`config.mk`:
```
export PLATFORM = sky130hd
export DESIGN_NAME = telnet_option_receive_parser_core_flat
export DESIGN_NICKNAME = d
export VERILOG_FILES = /design/src/rtl/topr_pkg.sv /design/src/rtl/topr_if.sv /design/src/rtl/topr_front.sv /design/src/rtl/topr_queue.sv /design/src/rtl/topr_back.sv /design/src/rtl/telnet_option_receive_parser_core.sv /design/src/flat_wrapper.sv
export SDC_FILE = /design/constraint.sdc
export NUM_CORES = 1
export LEC_CHECK = 0
export ABC_AREA = 1
export BUFFER_PORTS_ARGS = -buffer_cell sky130_fd_sc_hd__buf_4
export CAP_MARGIN = 25
export CORE_ASPECT_RATIO = 1.4
export CORE_MARGIN = 5
export CORE_UTILIZATION = 30
export CTS_CLUSTER_DIAMETER = 150
export DETAILED_ROUTE_END_ITERATION = 16
export GPL_ROUTABILITY_DRIVEN = 0
export GPL_TIMING_DRIVEN = 0
export REMOVE_ABC_BUFFERS = 1
export SLEW_MARGIN = 20
export SYNTH_ARGS = -nofsm -noshare
export SYNTH_HDL_FRONTEND = slang
export SYNTH_HIERARCHICAL = 1
export SYNTH_SLANG_ARGS = --single-unit
```
`constraint.sdc`:
```
create_clock -name clk -period 7.4 [get_ports clk]
set_input_delay 0.74 -clock clk [delete_from_list [all_inputs] [get_ports clk]]
set_output_delay 0.74 -clock clk [all_outputs]
set_load 0.01 [all_outputs]
```
`src/rtl/topr_pkg.sv`:
```
// shared types and constants for the telnet option receive parser
// no dependencies; the other files but topr_if refer to it by scoped names

package topr_pkg;

  // subnegotiation byte counter saturates here
  localparam int SUBNEG_DEPTH = 16;
  localparam int SUB_LEN_W    = $clog2(SUBNEG_DEPTH + 1);
  localparam int NAWS_LEN     = 4;

  // job queue between parser and output sequencer
  localparam int Q_DEPTH = 4;
  localparam int Q_AW    = $clog2(Q_DEPTH);
  localparam int Q_CW    = $clog2(Q_DEPTH + 1);

  localparam logic [15:0] COLS_RST = 16'd80;
  localparam logic [15:0] ROWS_RST = 16'd25;

  // telnet command bytes
  localparam logic [7:0] B_IAC  = 8'd255;
  localparam logic [7:0] B_DONT = 8'd254;
  localparam logic [7:0] B_DO   = 8'd253;
  localparam logic [7:0] B_WONT = 8'd252;
  localparam logic [7:0] B_WILL = 8'd251;
  localparam logic [7:0] B_SB   = 8'd250;
  localparam logic [7:0] B_SE   = 8'd240;

  // option codes
  localparam logic [7:0] OP_ECHO  = 8'd1;
  localparam logic [7:0] OP_SGA   = 8'd3;
  localparam logic [7:0] OP_TTYPE = 8'd24;
  localparam logic [7:0] OP_NAWS  = 8'd31;
  localparam logic [7:0] OP_TSPD  = 8'd32;

  localparam logic KIND_DATA  = 1'b0;
  localparam logic KIND_REPLY = 1'b1;

  typedef enum logic [2:0] {
    ST_NORMAL = 3'd0,
    ST_IAC    = 3'd1,
    ST_OPT    = 3'd2,
    ST_SB     = 3'd3,
    ST_OPTDAT = 3'd4,
    ST_SE     = 3'd5
  } parse_state_t;

  typedef enum logic [1:0] {
    BEAT_0 = 2'd0,
    BEAT_1 = 2'd1,
    BEAT_2 = 2'd2
  } beat_t;

  // one unit of output work: a data byte or a three-byte reply
  typedef struct packed {
    logic        is_reply;
    logic [7:0]  code;      // reply command byte
    logic [7:0]  byte_val;  // data byte, or option for a reply
    logic [15:0] cols;
    logic [15:0] rows;
  } job_t;

endpackage

```
`src/rtl/topr_if.sv`:
```
// stream interfaces for the telnet option receive parser
// depends on nothing but the signal widths of the byte and result channels

interface topr_in_if;
  logic       valid;
  logic       ready;
  logic [7:0] rx_byte;

  modport source (output valid, output rx_byte, input ready);
  modport sink   (input valid, input rx_byte, output ready);
endinterface

interface topr_out_if;
  logic        valid;
  logic        ready;
  logic        out_kind;
  logic [7:0]  out_byte;
  logic        last;
  logic [15:0] term_cols;
  logic [15:0] term_rows;

  modport source (output valid, output out_kind, output out_byte, output last,
                  output term_cols, output term_rows, input ready);
  modport sink   (input valid, input out_kind, input out_byte, input last,
                  input term_cols, input term_rows, output ready);
endinterface

```
`src/rtl/topr_front.sv`:
```
// iac parser front end: accepts bytes, tracks option and subnegotiation state
// depends on topr_pkg and topr_in_if; emits jobs into the queue

module topr_front (
  input  logic                clk,
  input  logic                rst_n,
  topr_in_if.sink             in_ch,
  input  logic                q_full,
  output logic                push,
  output topr_pkg::job_t      push_job
);

  topr_pkg::parse_state_t             state_r, state_nxt;
  logic [7:0]                         option_r, option_nxt;
  logic [topr_pkg::SUB_LEN_W-1:0]     sub_len_r, sub_len_nxt;
  logic [7:0]                         sub_bytes_r [0:topr_pkg::NAWS_LEN-1];
  logic                               sub_wr;
  logic [15:0]                        cols_r, cols_nxt;
  logic [15:0]                        rows_r, rows_nxt;
  logic                               acc;
  logic [7:0]                         c;
  logic                               is_neg;
  logic                               peer_will;
  logic [15:0]                        naws_cols, naws_rows;

  assign in_ch.ready = !q_full;
  assign acc         = in_ch.valid && in_ch.ready;
  assign c           = in_ch.rx_byte;
  assign is_neg      = (c == topr_pkg::B_WILL) || (c == topr_pkg::B_WONT) ||
                       (c == topr_pkg::B_DO)   || (c == topr_pkg::B_DONT);
  assign peer_will   = (option_r == topr_pkg::B_WILL) || (option_r == topr_pkg::B_WONT);
  assign naws_cols   = {sub_bytes_r[0], sub_bytes_r[1]};
  assign naws_rows   = {sub_bytes_r[2], sub_bytes_r[3]};

  // next state
  always_comb begin
    state_nxt = state_r;
    if (acc) begin
      unique case (state_r)
        topr_pkg::ST_IAC: begin
          if (is_neg) state_nxt = topr_pkg::ST_OPT;
          else if (c == topr_pkg::B_SB) state_nxt = topr_pkg::ST_SB;
          else state_nxt = topr_pkg::ST_NORMAL;
        end
        topr_pkg::ST_OPT:    state_nxt = topr_pkg::ST_NORMAL;
        topr_pkg::ST_SB:     state_nxt = topr_pkg::ST_OPTDAT;
        topr_pkg::ST_OPTDAT: begin
          if (c == topr_pkg::B_IAC) state_nxt = topr_pkg::ST_SE;
        end
        topr_pkg::ST_SE:     state_nxt = topr_pkg::ST_NORMAL;
        topr_pkg::ST_NORMAL: begin
          if (c == topr_pkg::B_IAC) state_nxt = topr_pkg::ST_IAC;
        end
        default:             state_nxt = topr_pkg::ST_NORMAL;
      endcase
    end
  end

  // outputs and datapath updates
  always_comb begin
    push              = 1'b0;
    push_job.is_reply = topr_pkg::KIND_DATA;
    push_job.code     = topr_pkg::B_DONT;
    push_job.byte_val = c;
    push_job.cols     = cols_r;
    push_job.rows     = rows_r;
    option_nxt        = option_r;
    sub_len_nxt       = sub_len_r;
    sub_wr            = 1'b0;
    cols_nxt          = cols_r;
    rows_nxt          = rows_r;
    if (acc) begin
      unique case (state_r)
        topr_pkg::ST_IAC: begin
          if (is_neg) option_nxt = c;
          else if (c == topr_pkg::B_IAC) push = 1'b1;
        end
        topr_pkg::ST_OPT: begin
          push_job.is_reply = topr_pkg::KIND_REPLY;
          if ((c == topr_pkg::OP_TTYPE) || (c == topr_pkg::OP_NAWS) ||
              (c == topr_pkg::OP_TSPD)) begin
            push          = 1'b1;
            push_job.code = topr_pkg::B_DO;
          end else if (c == topr_pkg::OP_ECHO) begin
            push = 1'b0;
          end else if (c == topr_pkg::OP_SGA) begin
            push          = 1'b1;
            push_job.code = peer_will ? topr_pkg::B_DO : topr_pkg::B_WILL;
          end else begin
            push          = 1'b1;
            push_job.code = peer_will ? topr_pkg::B_DONT : topr_pkg::B_WONT;
          end
        end
        topr_pkg::ST_SB: begin
          option_nxt  = c;
          sub_len_nxt = '0;
        end
        topr_pkg::ST_OPTDAT: begin
          if ((c != topr_pkg::B_IAC) &&
              (sub_len_r < topr_pkg::SUB_LEN_W'(topr_pkg::SUBNEG_DEPTH))) begin
            sub_wr      = (sub_len_r < topr_pkg::SUB_LEN_W'(topr_pkg::NAWS_LEN));
            sub_len_nxt = sub_len_r + topr_pkg::SUB_LEN_W'(1);
          end
        end
        topr_pkg::ST_SE: begin
          if ((c == topr_pkg::B_SE) && (option_r == topr_pkg::OP_NAWS) &&
              (sub_len_r == topr_pkg::SUB_LEN_W'(topr_pkg::NAWS_LEN))) begin
            if (naws_cols != '0) cols_nxt = naws_cols;
            if (naws_rows != '0) rows_nxt = naws_rows;
          end
        end
        default: begin
          if (c != topr_pkg::B_IAC) push = 1'b1;
        end
      endcase
    end
  end

  always_ff @(posedge clk) begin
    if (!rst_n) begin
      state_r   <= topr_pkg::ST_NORMAL;
      option_r  <= '0;
      sub_len_r <= '0;
      cols_r    <= topr_pkg::COLS_RST;
      rows_r    <= topr_pkg::ROWS_RST;
    end else begin
      state_r   <= state_nxt;
      option_r  <= option_nxt;
      sub_len_r <= sub_len_nxt;
      cols_r    <= cols_nxt;
      rows_r    <= rows_nxt;
    end
  end

  // payload buffer, no reset
  always_ff @(posedge clk) begin
    if (sub_wr) sub_bytes_r[sub_len_r[$clog2(topr_pkg::NAWS_LEN)-1:0]] <= c;
  end

  a_push_needs_accept: assert property (@(posedge clk) disable iff (!rst_n)
    push |-> acc) else $error("job pushed without an accepted byte");

  a_sub_len_sat: assert property (@(posedge clk) disable iff (!rst_n)
    sub_len_r <= topr_pkg::SUB_LEN_W'(topr_pkg::SUBNEG_DEPTH))
    else $error("subnegotiation count past its limit");

  a_size_update_only_on_se: assert property (@(posedge clk) disable iff (!rst_n)
    (cols_r != $past(cols_r)) |-> ($past(state_r) == topr_pkg::ST_SE))
    else $error("column count changed outside end of subnegotiation");

endmodule

```
`src/rtl/topr_queue.sv`:
```
// short job queue decoupling the parser from the output sequencer
// depends on topr_pkg for the job type and depth

module topr_queue (
  input  logic               clk,
  input  logic               rst_n,
  input  logic               push,
  input  topr_pkg::job_t     push_job,
  output logic               full,
  input  logic               pop,
  output logic               head_valid,
  output topr_pkg::job_t     head_job
);

  topr_pkg::job_t               mem_r [0:topr_pkg::Q_DEPTH-1];
  logic [topr_pkg::Q_AW-1:0]    wr_ptr_r, rd_ptr_r;
  logic [topr_pkg::Q_CW-1:0]    count_r;
  logic                         do_push, do_pop;

  assign full       = (count_r == topr_pkg::Q_CW'(topr_pkg::Q_DEPTH));
  assign head_valid = (count_r != '0);
  assign head_job   = mem_r[rd_ptr_r];
  assign do_push    = push && !full;
  assign do_pop     = pop && head_valid;

  always_ff @(posedge clk) begin
    if (!rst_n) begin
      wr_ptr_r <= '0;
      rd_ptr_r <= '0;
      count_r  <= '0;
    end else begin
      if (do_push) wr_ptr_r <= wr_ptr_r + topr_pkg::Q_AW'(1);
      if (do_pop)  rd_ptr_r <= rd_ptr_r + topr_pkg::Q_AW'(1);
      if (do_push && !do_pop)      count_r <= count_r + topr_pkg::Q_CW'(1);
      else if (do_pop && !do_push) count_r <= count_r - topr_pkg::Q_CW'(1);
    end
  end

  always_ff @(posedge clk) begin
    if (do_push) mem_r[wr_ptr_r] <= push_job;
  end

  a_no_overflow: assert property (@(posedge clk) disable iff (!rst_n)
    !(push && full)) else $error("push into full job queue");

  a_count_bound: assert property (@(posedge clk) disable iff (!rst_n)
    count_r <= topr_pkg::Q_CW'(topr_pkg::Q_DEPTH)) else $error("queue count out of range");

  a_ptr_track: assert property (@(posedge clk) disable iff (!rst_n)
    (count_r == '0) |-> (wr_ptr_r == rd_ptr_r)) else $error("empty queue with skewed pointers");

endmodule

```
`src/rtl/topr_back.sv`:
```
// output sequencer: expands jobs into result beats behind an output register
// depends on topr_pkg and topr_out_if

module topr_back (
  input  logic               clk,
  input  logic               rst_n,
  input  logic               head_valid,
  input  topr_pkg::job_t     head_job,
  output logic               pop,
  topr_out_if.source         out_ch
);

  topr_pkg::beat_t  beat_r, beat_nxt;
  logic             out_valid_r;
  logic             kind_r, kind_nxt;
  logic [7:0]       byte_r, byte_nxt;
  logic             last_r, last_nxt;
  logic [15:0]      cols_r, rows_r;
  logic             load;

  assign load = head_valid && (!out_valid_r || out_ch.ready);

  always_comb begin
    beat_nxt = beat_r;
    pop      = 1'b0;
    kind_nxt = head_job.is_reply;
    byte_nxt = head_job.byte_val;
    last_nxt = 1'b1;
    if (head_job.is_reply) begin
      unique case (beat_r)
        topr_pkg::BEAT_0: begin
          byte_nxt = topr_pkg::B_IAC;
          last_nxt = 1'b0;
        end
        topr_pkg::BEAT_1: begin
          byte_nxt = head_job.code;
          last_nxt = 1'b0;
        end
        default: begin
          byte_nxt = head_job.byte_val;
          last_nxt = 1'b1;
        end
      endcase
    end
    if (load) begin
      pop      = last_nxt;
      beat_nxt = last_nxt ? topr_pkg::BEAT_0 :
                 (beat_r == topr_pkg::BEAT_0) ? topr_pkg::BEAT_1 : topr_pkg::BEAT_2;
    end
  end

  always_ff @(posedge clk) begin
    if (!rst_n) begin
      beat_r      <= topr_pkg::BEAT_0;
      out_valid_r <= 1'b0;
    end else begin
      beat_r <= beat_nxt;
      if (load) out_valid_r <= 1'b1;
      else if (out_ch.ready) out_valid_r <= 1'b0;
    end
  end

  always_ff @(posedge clk) begin
    if (load) begin
      kind_r <= kind_nxt;
      byte_r <= byte_nxt;
      last_r <= last_nxt;
      cols_r <= head_job.cols;
      rows_r <= head_job.rows;
    end
  end

  assign out_ch.valid     = out_valid_r;
  assign out_ch.out_kind  = kind_r;
  assign out_ch.out_byte  = byte_r;
  assign out_ch.last      = last_r;
  assign out_ch.term_cols = cols_r;
  assign out_ch.term_rows = rows_r;

  a_mid_reply_head: assert property (@(posedge clk) disable iff (!rst_n)
    (beat_r != topr_pkg::BEAT_0) |-> (head_valid && head_job.is_reply))
    else $error("reply in progress without a reply job at queue head");

  a_beat_wrap: assert property (@(posedge clk) disable iff (!rst_n)
    (load && (beat_r == topr_pkg::BEAT_2)) |=> (beat_r == topr_pkg::BEAT_0))
    else $error("beat counter did not wrap after final reply byte");

  a_pop_on_last: assert property (@(posedge clk) disable iff (!rst_n)
    pop |=> (out_valid_r && last_r)) else $error("job retired before its last beat");

endmodule

```
`src/rtl/telnet_option_receive_parser_core.sv`:
```
// top level of the telnet option receive parser
// depends on topr_pkg, topr_if, topr_front, topr_queue and topr_back
//
//  channel   dir   handshake          payload
//  in_ch     in    valid / ready      rx_byte[7:0]
//  out_ch    out   valid / ready      out_kind, out_byte[7:0], last, term_cols, term_rows
//
// one byte is accepted per cycle while the job queue has room; data bytes
// flow out at one per cycle while out_ch.ready stays high
// a reply passes through the output register as three beats, one per byte;
// the four-entry job queue absorbs bytes that arrive meanwhile
// a result is registered first in the job queue, then in the output register
// rst_n is synchronous and active low: parser to normal, size 80 x 25
// either side may stall on its own; in_ch.ready drops only when the queue fills

module telnet_option_receive_parser_core (
  input  logic        clk,
  input  logic        rst_n,
  topr_in_if.sink     in_ch,
  topr_out_if.source  out_ch
);

  // parser to queue
  logic               push;
  topr_pkg::job_t     push_job;
  logic               q_full;

  // queue to output sequencer
  logic               pop;
  logic               head_valid;
  topr_pkg::job_t     head_job;

  // front end: iac state machine, option policy, naws capture
  topr_front u_front (
    .clk      (clk),
    .rst_n    (rst_n),
    .in_ch    (in_ch),
    .q_full   (q_full),
    .push     (push),
    .push_job (push_job)
  );

  // decoupling queue, jobs carry the terminal size seen at push time
  topr_queue u_queue (
    .clk        (clk),
    .rst_n      (rst_n),
    .push       (push),
    .push_job   (push_job),
    .full       (q_full),
    .pop        (pop),
    .head_valid (head_valid),
    .head_job   (head_job)
  );

  // back end: one beat per data job, three for a reply
  topr_back u_back (
    .clk        (clk),
    .rst_n      (rst_n),
    .head_valid (head_valid),
    .head_job   (head_job),
    .pop        (pop),
    .out_ch     (out_ch)
  );

endmodule
```
`src/flat_wrapper.sv`:
```
// flat-port wrapper written by rule: the top's interface ports become plain ports
module telnet_option_receive_parser_core_flat 
  (clk, rst_n, in_ch_valid, in_ch_rx_byte, in_ch_ready, out_ch_valid, out_ch_out_kind, out_ch_out_byte, out_ch_last, out_ch_term_cols, out_ch_term_rows, out_ch_ready);
  topr_in_if in_ch_i ();
  topr_out_if out_ch_i ();
  input  logic clk;
  input  logic rst_n;
  input wire logic [$bits(in_ch_i.valid)-1:0] in_ch_valid;
  input wire logic [$bits(in_ch_i.rx_byte)-1:0] in_ch_rx_byte;
  output wire logic [$bits(in_ch_i.ready)-1:0] in_ch_ready;
  output wire logic [$bits(out_ch_i.valid)-1:0] out_ch_valid;
  output wire logic [$bits(out_ch_i.out_kind)-1:0] out_ch_out_kind;
  output wire logic [$bits(out_ch_i.out_byte)-1:0] out_ch_out_byte;
  output wire logic [$bits(out_ch_i.last)-1:0] out_ch_last;
  output wire logic [$bits(out_ch_i.term_cols)-1:0] out_ch_term_cols;
  output wire logic [$bits(out_ch_i.term_rows)-1:0] out_ch_term_rows;
  input wire logic [$bits(out_ch_i.ready)-1:0] out_ch_ready;
  assign in_ch_i.valid = in_ch_valid;
  assign in_ch_i.rx_byte = in_ch_rx_byte;
  assign in_ch_ready = in_ch_i.ready;
  assign out_ch_valid = out_ch_i.valid;
  assign out_ch_out_kind = out_ch_i.out_kind;
  assign out_ch_out_byte = out_ch_i.out_byte;
  assign out_ch_last = out_ch_i.last;
  assign out_ch_term_cols = out_ch_i.term_cols;
  assign out_ch_term_rows = out_ch_i.term_rows;
  assign out_ch_i.ready = out_ch_ready;
  telnet_option_receive_parser_core u_core (.clk(clk), .rst_n(rst_n), .in_ch(in_ch_i), .out_ch(out_ch_i));
endmodule
```
* Word-level counts from Yosys, hierarchy flattened
Memory sizes are Yosys's and may differ from the RTL's. A register that Yosys moved wholly into a read port is not among the register bits. Index checks and enable logic that the tools add are counted.
Word-level totals: register bits 100, latch bits 0, RAM bits 228, bits in read-only memories 0, bits of input ports 12, output and inout bits 44, memories 2
Operators by class: $add $sub $neg 5, $mul 0, div/mod/pow operators 0, magnitude comparators 2, equality and inequality tests 28, shifts and indexed selects 0, mux-type cells 43, bitwise logic cells 0, reduce and logical (&&, ||, !) cells 36
Memories:
- u_core.u_queue.mem_r | words 4, width 49, rd ports 1, clocked after memory_dff 1, write ports 1, line topr_queue.sv:15 | topr_pkg::job_t mem_r [0:topr_pkg::Q_DEPTH-1];
- u_core.u_front.sub_bytes_r | words 4, width 8, rd ports 4, clocked after memory_dff 0, write ports 1, line topr_front.sv:16 | logic [7:0] sub_bytes_r [0:topr_pkg::NAWS_LEN-1];
Operators by type and width (count):
- $eq A8 B8 Y1 const B | 9
- $pmux W8 S2 | 2
- $reduce_bool A16 Y1 | 2
- $eq A8 B5 Y1 const B | 3
- $mux W3 | 8
- $mux W1 | 18
- $mux W9 | 2
- $mux W8 | 2
- $mux W2 | 7
- $pmux W3 S4 | 1
- $pmux W5 S2 | 1
- $eq A3 B3 Y1 const B | 3
- $logic_and A1 B1 Y1 | 9
- $reduce_and A3 Y1 | 3
- $eq A8 B1 Y1 const B | 1
- $eq A8 B2 Y1 const B | 1
- $eq A8 B6 Y1 const B | 1
- $ne A2 B2 Y1 const B | 4
- $ne A8 B8 Y1 const B | 1
- $reduce_and A4 Y1 | 2
- $reduce_bool A2 Y1 | 4
- $logic_or A1 B1 Y1 | 7
- $eq A3 B2 Y1 const B | 2
- $add A5 B1 Y5 const B | 1
- other kinds (16) | 20

* Depth between registers and ports, before layout
depth after elaboration 12, depth in mapped cells 19, gate-level depth less buffers 19

* Modules after synthesis
The synthesis kept the hierarchy.
Modules (own cells, without submodules):
- topr_queue | times used 1, cells each 543, area each 7743.7 sq um
- topr_front | times used 1, cells each 469, area each 3637.2 sq um
- topr_back | times used 1, cells each 88, area each 1529.0 sq um

* Worst setup path before layout
Ideal clock, no wire load.
kind input port to flip-flop, from in in_ch_rx_byte[4], to mem u_core/u_queue/mem_r[0][0] (netlist bit), enable pin, library setup time 0.456 ns, arrival 3.534 ns, required time 6.944 ns, path slack 3.410 ns, cell stages on the path 8, path buffers 0, path through nand2_1 nor2_4 nand2_1 o211ai_1 nand2_1 inv_1 nand2_1 nor2_1
Between the ends: word-level cells in the longest chain between the ends 10, elaborated cells on any way between the ends 25, those cells by class eq/ne: 10; mux: 9; reduce/logical: 6
RTL lines:
- start: declaration | line flat_wrapper.sv:9 | input wire logic [$bits(in_ch_i.rx_byte)-1:0] in_ch_rx_byte;
- $eq A8 B8 Y1 | line topr_front.sv:29 | assign is_neg = (c == topr_pkg::B_WILL) || (c == topr_pkg::B_WONT) ||
- $logic_or A1 B1 Y1 (2 in series) | line topr_front.sv:29
- $logic_or A1 B1 Y1 | line topr_front.sv:30 | (c == topr_pkg::B_DO) || (c == topr_pkg::B_DONT);
- $mux W1 | line topr_front.sv:75 | if (is_neg) option_nxt = c;
- $pmux W1 S3 * | line topr_front.sv:73 | unique case (state_r)
- $mux W1 * | line topr_front.sv:72 | if (acc) begin
- via u_core.push | line telnet_option_receive_parser_core.sv:24 | logic push;
- $logic_and A1 B1 Y1 * | line topr_queue.sv:23 | assign do_push = push && !full;
- $mux W1 * | line topr_queue.sv:40 | if (do_push) mem_r[wr_ptr_r] <= push_job;
- $mux W1 (not written as such) * | line topr_queue.sv:40
- end: declaration | line topr_queue.sv:15
The timed path passes the listed nets; every way through them passes the cells marked *.

==> out/metrics.cfg <==
[power_and_ir_drop]
clockPowerShare_pct = 30.5
powerDensity_nw_per_um2 = 339
ir_worst_vdd_mv = 0.174
pwr-share-comb_pct = 21.2
finalPower_mw = 5.07
intPower_mw = 3.63
p_leak_nw = 5.29
seq_power_share_pct = 48.3
p_sw_share_pct = 28.4
p_switching_mw = 1.44

[logic_synthesis]
ys.warnings.count = 6
synth_edf_count = 270
ys.flop_type = edfxtp_1
synth_area_sq_um = 12900
synth_top_area_share_pct = 62.8
synth-seq-cells = 330
yosysTopAreaCell = edfxtp_1
synthTopCellsByCount = edfxtp_1 (270), nor2_1 (222), nand2_1 (151), o21ai_0 (99), inv_1 (76)
async_flop_share_pct = 0
syn-instance-count = 1100
synthTopCellsByArea = edfxtp_1 (63%), dfxtp_1 (9.3%), nor2_1 (6.5%), nand2_1 (4.4%), o21ai_0 (3.8%)
seq_area_frac_synth_pct = 72.1
synth_most_common_cell = edfxtp_1
yosysUniqueCellTypes = 38
postSynthAreaPerCell_sq_um = 11.7

[worst_setup_path]
cp-start-kind = flop
worst_ep_arrival_time_ns = 4.08
worstSetupPathType = reg2reg
r2r_setup_slack_ns = 3.78
reg2reg_to = u_core/u_queue/count_r[2]
rr_worst_depth = 17
endpoint_kind = flop
crit_required_ns = 7.86
path_max_fanout = 98

[sta]
fin_setup_tns_ns = 0
worst_pin_slew_ns = 1.00
fin_skew_ns = 0.0259
rsz0062_at_grt = no
hold_viol = 0
setup_viol = 0
slew_headroom_pct = 33.2
fmax_mhz = 276
finalCritPeriodShare_pct = 48.9
finalCriticalPeriod_ns = 3.62
slew_viol_final = 0
setup_slack_ns = 3.78

[floorplanning]
num_rows = 90
die_h_microns = 255
start_util_pct = 30.1
die_area_sq_um = 47300
core_sq_um = 42900
ios = 56
die_x_microns = 185

[clock_tree]
clock_latency_ns = 0.56
cts_resized = 0
holdBufCountCts = 0
cts_root_buffer = clkbuf_16
postCtsSetupBuffers = 0
cts.htree.levels = 1
cts_buffers = 29
path_clk_slew_ns = 0.07
cts_buffer_depth = 3
cts_tree = done
clock_sinks = 330

[detailed_routing]
ant_nets = 0
vias_per_cell = 4.52
drc_errors = 0
routedWlPerCell_microns = 14.9
drt_first_pass_iters = 5
drt-total-wl_microns = 25600
num_vias = 7786
drtIter0Drc = 515

[grt]
grt.busiest_layer = met2
grt_remaining_overflow = 0
track_usage_pct = 10.5
grt_pass1_wl_microns = 39900
met1_usage_pct = 11.9
grtUsageMet2_pct = 19.2
grt_max_degree = 99
grt_pass1_vias = 7615
antenna_found_initial = 2
grt_use_met3_pct = 1.76

[hold_path]
hp-class = reg2reg
holdPathStages = 2
min_to = u_core/u_front/option_r[6]
hold_start = u_core/u_front/option_r[6]

[outcome]
run_status = finished, final reports clean

[cells_and_area]
final_nets = 1168
layout-drive-gt1-share_pct = 11.6
areaGrowthSynthToFinish_pct = 15.8
fin_util_pct = 34.8
n_fill_cell = 4140

[place]
portBuffers = 55
dpl_worst_slack_ns = 3.77
dp.final_hpwl_microns = 15800

[job]
max-cap-violations = 0

==> placed cells by master (no fill, tap or decap), types with 7 or more instances in the layout <==
master / instances
ha_1: 10
o21ai_1: 12
clkbuf_16: 29
o21ai_0: 99
clkinv_1: 7
a21oi_1: 19
nand2_1: 151
nor2_1: 218
nand4_1: 9
inv_2: 7
buf_4: 55
edfxtp_1: 270
nand3_1: 31
dfxtp_1: 58
o22ai_1: 50
inv_1: 75
==> layer usage <==
metal,vias up,routed length (microns)
met3,44,1120
met5,-,20
li1,3860,-
met1,3741,10100
met2,139,13700
met4,2,749
==> power by group through the flow <==
stage | sequential [mW] | clock (mW) | combinational (mW)
final | 2.45 | 1.55 | 1.08
after global routing | 2.48 | 1.66 | 1.19
after CTS | 2.45 | 1.59 | 1.11
after detailed placement | 2.49 | 0 | 1.11
after global placement | 2.57 | 0 | 0.952
after floorplan | 2.57 | 0 | 0.493
==> layout make-up <==
| class | count | area (sq um) | share of cell area [%] |
|---|---|---|---|
| Multi-Input combinational cell | 633 | 2950 | 19.7 |
| Sequential cell | 330 | 9310 | 62.3 |
| Clock inverter | 20 | 238 | 1.59 |
| Clock buffer | 34 | 744 | 4.98 |
| Tap cell | 552 | 691 | 4.62 |
| Antenna cell | 1 | 2.50 | 0.0167 |
| Timing Repair Buffer | 67 | 689 | 4.61 |
| Inverter | 84 | 320 | 2.14 |
==> stage by stage <==
stage / hold WS, ns / area [sq um] / std cells
6_report: 0.467 / 14900 / 1721
5_1_grt: 0.482 / 14900 / 1720
4_1_cts: 0.470 / 14900 / 1719
3_5_place_dp: 0.462 / 14000 / 1665
3_3_place_gp: 0.448 / 13700 / 1654
2_1_floorplan: 0.441 / 12500 / 1047
==> registers in the layout, indices dropped and copies added, names as in the netlist, 5 cells and up, named ones only <==
name	flops
u_core/u_queue/mem_r	196
u_core/u_front/sub_bytes_r	32
u_core/u_back/out_ch.term_cols	16
u_core/u_back/out_ch.term_rows	16
u_core/u_front/cols_r	16
u_core/u_front/rows_r	16
u_core/u_back/out_ch.out_byte	8
u_core/u_front/option_r	8
u_core/u_front/sub_len_r	5
==> cells by family after synthesis <==
family | count (synthesis) | share of synthesized area (%)
AND/OR/NAND/NOR | 430 | 13.5
flip-flops | 330 | 72.1
AO/OA/AOI/OAI | 186 | 7.82
buffers and inverters | 141 | 5.39
adder cells (fa/ha/maj) | 11 | 1.12
XOR/XNOR | 1 | 0.0679
other | 1 | 0.0290
==> how the worst max path moves through the flow <==
stage                      from                    endpoint  slack [ns]  cells past startpoint
2_1_floorplan              flop   u_core/u_queue/count_r[1]        3.34                     12
4_1_cts                    flop   u_core/u_queue/count_r[2]        3.76                     17
3_5_place_dp               flop   u_core/u_queue/count_r[2]        3.77                     17
3_3_place_gp   in_ch_rx_byte[0]  u_core/u_queue/mem_r[0][9]        1.02                      9
5_1_grt                    flop   u_core/u_queue/count_r[2]        3.50                     17
6_report                   flop   u_core/u_queue/count_r[2]        3.78                     17
==> critical path: stages, from the launching register on <==
cell and delay, ns:
dfxtp_4 0.47, buf_16 0.24, inv_6 0.53, o21ai_0 0.20
o22ai_1 0.41, nand2_4 0.23, nand3_2 0.14, inv_1 0.07
nand2_1 0.11, ha_1 0.18, inv_1 0.07, fa_1 0.37
inv_1 0.07, nand2_1 0.05, nand3_1 0.08, nand2_1 0.05
nand2_1 0.05, nor2_1 0.04
(Power assumes the default switching activity.)
